===== src/srr_pkg.sv =====
// Shared types, constants and the round-robin pick function for the sonar ranger.
// No dependencies; used by srr_sched and sonar_round_robin_ranger_top.
package srr_pkg;

  // Number of rangers in the rotation (index fields are two bits wide)
  localparam int SONAR_COUNT = 3;

  localparam logic [1:0] NO_SONAR = 2'd3;

  // Ranging phase codes
  localparam logic [1:0] PHASE_IDLE = 2'd0;
  localparam logic [1:0] PHASE_WAIT = 2'd1;
  localparam logic [1:0] PHASE_DONE = 2'd2;

  // Item opcodes
  localparam logic OP_POLL = 1'b0;
  localparam logic OP_ECHO = 1'b1;

  // Configuration register indexes
  localparam logic REG_SONAR_MASK = 1'b0;
  localparam logic REG_TIMEOUT_US = 1'b1;

  localparam logic [15:0] TIMEOUT_RESET = 16'd30000;

  // Mask bits at or above SONAR_COUNT are ignored
  localparam logic [2:0] ENABLE_LIMIT = 3'((1 << SONAR_COUNT) - 1);

  typedef struct packed {
    logic        opcode;
    logic [1:0]  echo_sonar;
    logic [31:0] now_us;
  } item_t;

  typedef struct packed {
    logic        trigger_fire;
    logic [1:0]  trigger_sonar;
    logic        record_valid;
    logic [1:0]  record_sonar;
    logic [31:0] echo_time;
    logic        no_echo;
  } result_t;

  // Next enabled sonar after cur, circularly; from sonar 0 when none active
  function automatic logic [1:0] pick_next(logic [1:0] cur, logic [2:0] mask);
    logic [2:0] start;
    logic [2:0] idx;
    logic [1:0] res;
    logic       found;
    start = ({1'b0, cur} < 3'(SONAR_COUNT)) ? ({1'b0, cur} + 3'd1) : 3'd0;
    res   = 2'd0;
    found = 1'b0;
    for (int k = 0; k < SONAR_COUNT; k++) begin
      idx = start + 3'(k);
      if (idx >= 3'(SONAR_COUNT)) begin
        idx = idx - 3'(SONAR_COUNT);
      end
      if (!found && mask[idx[1:0]]) begin
        res   = idx[1:0];
        found = 1'b1;
      end
    end
    return res;
  endfunction

endpackage


===== src/srr_sched.sv =====
// Ranging scheduler: holds the active sonar, phase and ping time, and turns
// one registered item into one result. Depends on srr_pkg.
module srr_sched (
  input  logic            clk,
  input  logic            rst,
  input  logic            go,
  input  srr_pkg::item_t  item,
  input  logic [2:0]      sonar_mask,
  input  logic [15:0]     timeout_us,
  output srr_pkg::result_t result
);
  import srr_pkg::*;

  logic [1:0]  current_sonar, current_sonar_next;
  logic [1:0]  ranging_phase, ranging_phase_next;
  logic [31:0] ping_time, ping_time_next;

  logic [2:0]  enabled;
  logic [31:0] elapsed;
  logic        active;
  logic [1:0]  phase_mid;

  assign enabled = sonar_mask & ENABLE_LIMIT;
  assign elapsed = item.now_us - ping_time;
  assign active  = ({1'b0, current_sonar} < 3'(SONAR_COUNT));

  // Next state and result for the item
  always_comb begin
    current_sonar_next = current_sonar;
    ranging_phase_next = ranging_phase;
    ping_time_next     = ping_time;
    phase_mid          = ranging_phase;
    result             = '0;
    if (item.opcode == OP_POLL) begin
      // timeout check
      if (ranging_phase == PHASE_WAIT && active && (elapsed > {16'd0, timeout_us})) begin
        result.record_valid = 1'b1;
        result.record_sonar = current_sonar;
        result.no_echo      = 1'b1;
        phase_mid           = PHASE_DONE;
      end
      ranging_phase_next = phase_mid;
      if (enabled != 3'd0) begin
        if (phase_mid != PHASE_WAIT) begin
          current_sonar_next   = pick_next(current_sonar, enabled);
          result.trigger_fire  = 1'b1;
          result.trigger_sonar = current_sonar_next;
          ping_time_next       = item.now_us;
          ranging_phase_next   = PHASE_WAIT;
        end
      end else begin
        current_sonar_next = NO_SONAR;
        ranging_phase_next = PHASE_IDLE;
      end
    end else begin
      // echo only counts for the active, waiting sonar
      if (ranging_phase == PHASE_WAIT && item.echo_sonar == current_sonar && active) begin
        result.record_valid = 1'b1;
        result.record_sonar = current_sonar;
        result.echo_time    = elapsed;
        ranging_phase_next  = PHASE_DONE;
      end
    end
  end

  always_ff @(posedge clk) begin
    if (rst) begin
      current_sonar <= NO_SONAR;
      ranging_phase <= PHASE_IDLE;
      ping_time     <= 32'd0;
    end else if (go) begin
      current_sonar <= current_sonar_next;
      ranging_phase <= ranging_phase_next;
      ping_time     <= ping_time_next;
    end
  end

endmodule


===== src/sonar_round_robin_ranger_top.sv =====
// Top level of the round-robin sonar ranger: handshake registers and config.
// Depends on srr_pkg and srr_sched.
//
// Schedules three ultrasonic rangers in round robin over sonar_mask. Each
// accepted item (a poll carrying the microsecond time, or an echo edge) gives
// exactly one result: an input register feeds the scheduler, whose result lands
// in the output register. One item can be taken every cycle; the rate is
// limited only by out_stall. A poll may record a no-echo timeout and fire the
// next trigger in the same result. Configuration writes take effect on the next
// cycle and are meant for when the block is idle.
module sonar_round_robin_ranger_top (
  input  logic        clk,
  input  logic        rst,
  // configuration
  input  logic        cfg_we,
  input  logic        cfg_index,
  input  logic [15:0] cfg_data,
  // input channel
  input  logic        in_valid,
  output logic        in_stall,
  input  logic        opcode,
  input  logic [1:0]  echo_sonar,
  input  logic [31:0] now_us,
  // output channel
  output logic        out_valid,
  input  logic        out_stall,
  output logic        trigger_fire,
  output logic [1:0]  trigger_sonar,
  output logic        record_valid,
  output logic [1:0]  record_sonar,
  output logic [31:0] echo_time,
  output logic        no_echo
);
  import srr_pkg::*;

  logic [2:0]  sonar_mask;
  logic [15:0] timeout_us;

  logic        s1_valid;
  item_t       s1_item;
  logic        s1_move;
  logic        in_take;
  result_t     step_result;
  result_t     out_reg;

  // configuration registers
  always_ff @(posedge clk) begin
    if (rst) begin
      sonar_mask <= 3'd0;
      timeout_us <= TIMEOUT_RESET;
    end else if (cfg_we) begin
      case (cfg_index)
        REG_SONAR_MASK: sonar_mask <= cfg_data[2:0];
        REG_TIMEOUT_US: timeout_us <= cfg_data;
        default: ;
      endcase
    end
  end

  // transfer control: input register moves into output register when it is free
  assign s1_move  = s1_valid && (!out_valid || !out_stall);
  assign in_stall = s1_valid && !s1_move;
  assign in_take  = in_valid && !in_stall;

  always_ff @(posedge clk) begin
    if (rst) begin
      s1_valid <= 1'b0;
    end else if (in_take) begin
      s1_valid <= 1'b1;
    end else if (s1_move) begin
      s1_valid <= 1'b0;
    end
  end

  always_ff @(posedge clk) begin
    if (in_take) begin
      s1_item.opcode     <= opcode;
      s1_item.echo_sonar <= echo_sonar;
      s1_item.now_us     <= now_us;
    end
  end

  srr_sched u_sched (
    .clk        (clk),
    .rst        (rst),
    .go         (s1_move),
    .item       (s1_item),
    .sonar_mask (sonar_mask),
    .timeout_us (timeout_us),
    .result     (step_result)
  );

  // output register
  always_ff @(posedge clk) begin
    if (rst) begin
      out_valid <= 1'b0;
    end else if (s1_move) begin
      out_valid <= 1'b1;
    end else if (!out_stall) begin
      out_valid <= 1'b0;
    end
  end

  always_ff @(posedge clk) begin
    if (s1_move) begin
      out_reg <= step_result;
    end
  end

  assign trigger_fire  = out_reg.trigger_fire;
  assign trigger_sonar = out_reg.trigger_sonar;
  assign record_valid  = out_reg.record_valid;
  assign record_sonar  = out_reg.record_sonar;
  assign echo_time     = out_reg.echo_time;
  assign no_echo       = out_reg.no_echo;

endmodule

===== config.mk =====
export PLATFORM = sky130hd
export DESIGN_NAME = sonar_round_robin_ranger_top
export DESIGN_NICKNAME = d
export VERILOG_FILES = /design/src/srr_pkg.sv /design/src/srr_sched.sv /design/src/sonar_round_robin_ranger_top.sv
export SDC_FILE = /design/constraint.sdc
export NUM_CORES = 1
export LEC_CHECK = 0
export ABC_CLOCK_PERIOD_IN_PS = 4810
export CELL_PAD_IN_SITES_DETAIL_PLACEMENT = 0
export CELL_PAD_IN_SITES_GLOBAL_PLACEMENT = 1
export CORE_UTILIZATION = 45
export CTS_CLUSTER_DIAMETER = 50
export DETAILED_ROUTE_END_ITERATION = 12
export DONT_BUFFER_PORTS = 1
export PLACE_DENSITY_LB_ADDON = 0.1
export SYNTH_ARGS = -nofsm -noshare
export SYNTH_HDL_FRONTEND = slang
export SYNTH_HIERARCHICAL = 1
export SYNTH_SLANG_ARGS = --single-unit
export TNS_END_PERCENT = 100

===== constraint.sdc =====
create_clock -name clk -period 4.81 [get_ports clk]
set_input_delay 0.2405 -clock clk [delete_from_list [all_inputs] [get_ports clk]]
set_output_delay 0.2405 -clock clk [all_outputs]
set_load 0.01 [all_outputs]

==> flow_summary.yaml <==
outcome:
  outcome: "completed"
synth:
  synth_largest_type_area_fraction: 0.293
  synthCells: 766
  avg_cell_area_syn_sq_um: 9.89
  asr_flop_ratio_synth: 0
  synthDistinctLibCells: 76
  ff_latch_count_synth: 131
  post_synth_instance_area_sq_um: 7570
  syn_nets: 874
  ys_top_cells_by_area: "sky130_fd_sc_hd__edfxtp_1 (29%), sky130_fd_sc_hd__dfxtp_1 (15%), sky130_fd_sc_hd__ha_1 (8.3%)"
  top_count_cell_post_synth: "sky130_fd_sc_hd__nand2_1"
  synth_top_flop_cell: "sky130_fd_sc_hd__edfxtp_1"
  synth.top_cells.by_count: "sky130_fd_sc_hd__nand2_1 (102), sky130_fd_sc_hd__edfxtp_1 (74), sky130_fd_sc_hd__inv_1 (60)"
  number_of_enable_flip_flop_cells_after_synthesis: 74
  top_cell_type_by_total_area_after_synthesis: "sky130_fd_sc_hd__edfxtp_1"
  ys.warnings.count: 6
  seq_area_frac_synth: 0.444
routing:
  detail_route.vias_per_cell: 5.36
  drt_pre_antenna_iters: 5
  drt-wirelength-per-cell_microns: 16.8
  detail_route.wirelength_microns: 17500
  drcViolationCount: 0
  detail_route.iter0.violations: 327
  postRouteAntennaNets: 0
  via_count: 5576
setup_path:
  cp_slowest_stage_delay_ps: 400
  worst_ep_arrival_time_ps: 4920
  reg2reg_setup_slack_ps: 240
  series_of_cell_instances_along_the_critical_path: "inv_1 > ha_1 > fa_1 > nand2b_1 > a21oi_2 > o21ai_0 > nand2_1 > nand3_1 > nand2_1 > xor2_1 > ha_1 > nand4_1 > or3_1 > o221a_2 > o211ai_1 > and4b_4 > a31oi_4 > o21ba_2 > buf_4 > mux2i_1"
  critical_path_peak_fanout: 18
  setup.worst_path.end_class: "register"
  critical_path_class: "register to register"
  critPathLaunchType: "register"
  cpMaxStageDelayCell: "sky130_fd_sc_hd__fa_1"
  critical_path.top_delay_family: "compound AO/OA/AOI/OAI gates"
  buffer_and_inverter_count_on_the_worst_path: 2
  critPathRequiredTime_ps: 5160
timing:
  finalSetupTns_ps: 0
  worst-slew-pin-transition_ps: 1090
  finalSetupViolCount: 0
  timing.fmax_mhz: 219
  timing_max_transition_violations_final: 0
  fin_worst_skew_ps: 6.06
  finalCriticalPeriod_ps: 4570
  final_clock_period_utilization_by_the_worst_path: 0.950
  rsz0062_at_grt: "no"
  hold_viol_final: 0
  timing.slew.headroom: 0.272
pwr:
  power.ir.vdd_worst_v: 0.000235
  leakage_nw: 3.35
  total_power_mw: 2.93
  power.density_cell_area_nw_per_um2: 334
floorplan:
  die-width_microns: 132
  design.die.area_sq_um: 17400
  initial_util: 0.458
  design.core.area_sq_um: 16500
  height_of_the_chip_microns: 132
  core.rowCount: 47
  io_pins: 98
clocking:
  clock_insertion_delay_worst_skew_ps: 420
  clockBufferDepth: 2
  numCtsBuffers: 17
  clock_tree.root_cell: "sky130_fd_sc_hd__clkbuf_16"
  cts_tree: "built"
  clock_sink_count: 131
  h-tree-depth: 4
  clkTransAtPathRegs_ps: 60
cells_and_area:
  post-route-util: 0.530
  multi_input_comb_area_sq_um: 3790
  synthToLayoutAreaGrowth_pct: 15.7
  seq_area_sq_um: 3360
  drive_gt1_frac: 0.0950
  antenna_cells_inserted: 0
  layout.nets: 916
  nFillCells: 1485
  instances_no_fill: 1041
placed_design:
  port-buffer-count: 0
  detailedPlacementHpwl_microns: 12900
  place_congestion: 0.841
  dp_cells: 959
grt:
  global_route.overflow_total: 0
  grt_max_degree: 67
  grt_antenna_before_repair: 0
  grt_pass1_vias: 5543
  globalRouteTotalUtil: 0.210
  grt_first_pass_wirelength_microns: 28400
job:
  maxCapViolCount: 0
hold_path:
  worst_min_delay_path_class: "input pin to register"
## final timing paths
path | from | endpoint | cells after the start
max | s1_item[0] | u_sched/ping_time[22] | 20
max reg2reg | s1_item[0] | u_sched/ping_time[22] | 20
min | rst | sonar_mask[2] | 2
min reg2reg | u_sched/ping_time[5] | u_sched/ping_time[5] | 2
## worst reg2reg max path: stages, from the launching register on
cell and delay, ps:
sky130_fd_sc_hd__edfxtp_1 350, sky130_fd_sc_hd__inv_1 50, sky130_fd_sc_hd__ha_1 220, sky130_fd_sc_hd__fa_1 400, sky130_fd_sc_hd__nand2b_1 200, sky130_fd_sc_hd__a21oi_2 250
sky130_fd_sc_hd__o21ai_0 140, sky130_fd_sc_hd__nand2_1 120, sky130_fd_sc_hd__nand3_1 90, sky130_fd_sc_hd__nand2_1 90, sky130_fd_sc_hd__xor2_1 320, sky130_fd_sc_hd__ha_1 180
sky130_fd_sc_hd__nand4_1 90, sky130_fd_sc_hd__or3_1 350, sky130_fd_sc_hd__o221a_2 280, sky130_fd_sc_hd__o211ai_1 220, sky130_fd_sc_hd__and4b_4 250, sky130_fd_sc_hd__a31oi_4 150
sky130_fd_sc_hd__o21ba_2 160, sky130_fd_sc_hd__buf_4 310, sky130_fd_sc_hd__mux2i_1 260
## power breakdown
part | switching [mW] | internal (mW)
registers | 0.0309 | 1.23
logic | 0.242 | 0.171
clock network | 0.497 | 0.759
total | 0.770 | 2.16
## flip-flops by register name, summed over array words and instances (netlist names), 2 cells and up
| name | flops |
|---|---|
| s1_item | 35 |
| u_sched/current_sonar | 2 |
| u_sched/ranging_phase | 2 |
| trigger_sonar | 2 |
| sonar_mask | 3 |
| echo_time | 32 |
| record_sonar | 2 |
| timeout_us | 16 |
| u_sched/ping_time | 32 |
## per-stage QoR
stage / worst slack [ps] / area (sq um) / hold slack, ps
floorplan: 352 / 7570 / 310
global placement: 378 / 7680 / 315
detailed placement: 270 / 7680 / 318
CTS: 231 / 8740 / 0.783
global route: 66.1 / 8760 / 7.05
finish: 239 / 8760 / 9.13
## area by class of cell
class,instances,share of cell area
Clock inverter,14,0.0156
Inverter,60,0.0257
Tap cell,220,0.0314
Clock buffer,18,0.0490
Sequential cell,131,0.384
Timing Repair Buffer,55,0.0614
Multi-Input combinational cell,543,0.433
## per-layer routing
metal / wire length (microns) / up-vias / part of all wire / GRT usage
met4: 161 / 0 / 0.0092 / 0.0575
met5: 0 / - / 0 / 0
met2: 8280 / 134 / 0.47 / 0.345
met3: 665 / 14 / 0.038 / 0.0459
met1: 8420 / 2619 / 0.48 / 0.278
li1: - / 2809 / - / -
## placed cells by master (no fill, tap or decap), types with 6 or more instances in the layout
cell                              n
sky130_fd_sc_hd__nand2_1        102
sky130_fd_sc_hd__o21a_1          11
sky130_fd_sc_hd__nor3_1          12
sky130_fd_sc_hd__a21o_1          11
sky130_fd_sc_hd__edfxtp_1        74
sky130_fd_sc_hd__o21ai_1          7
sky130_fd_sc_hd__o211ai_1         7
sky130_fd_sc_hd__nand2b_1        18
sky130_fd_sc_hd__dlygate4sd3_1   50
sky130_fd_sc_hd__and3_1          21
sky130_fd_sc_hd__mux2i_1         39
sky130_fd_sc_hd__a21oi_1         51
sky130_fd_sc_hd__dfxtp_1         57
sky130_fd_sc_hd__nand4_1         13
sky130_fd_sc_hd__clkbuf_16       17
sky130_fd_sc_hd__inv_1           59
sky130_fd_sc_hd__a211o_1          8
sky130_fd_sc_hd__xor2_1          14
sky130_fd_sc_hd__xnor2_1         13
sky130_fd_sc_hd__o21ai_0         24
sky130_fd_sc_hd__nor2b_1          6
sky130_fd_sc_hd__ha_1            50
sky130_fd_sc_hd__nand3_1         15
sky130_fd_sc_hd__nor2_1          38
sky130_fd_sc_hd__a21bo_2          6
## logic make-up after synthesis
logic type | synth area share
simple gates | 0.171
compound gates | 0.155
flops | 0.444
buf+inv | 0.0605
fa+ha+maj | 0.0866
mux | 0.0516
xor+xnor | 0.0312
## timing repair
item	4_1_cts	5_1_grt
resized for setup	0	2
buffers inserted	0	0
hold buffers	50	0
setup endpoints to repair	0	29
endpoints found under the hold margin	55	0
Note: power is estimated with default switching activity, not from simulation.
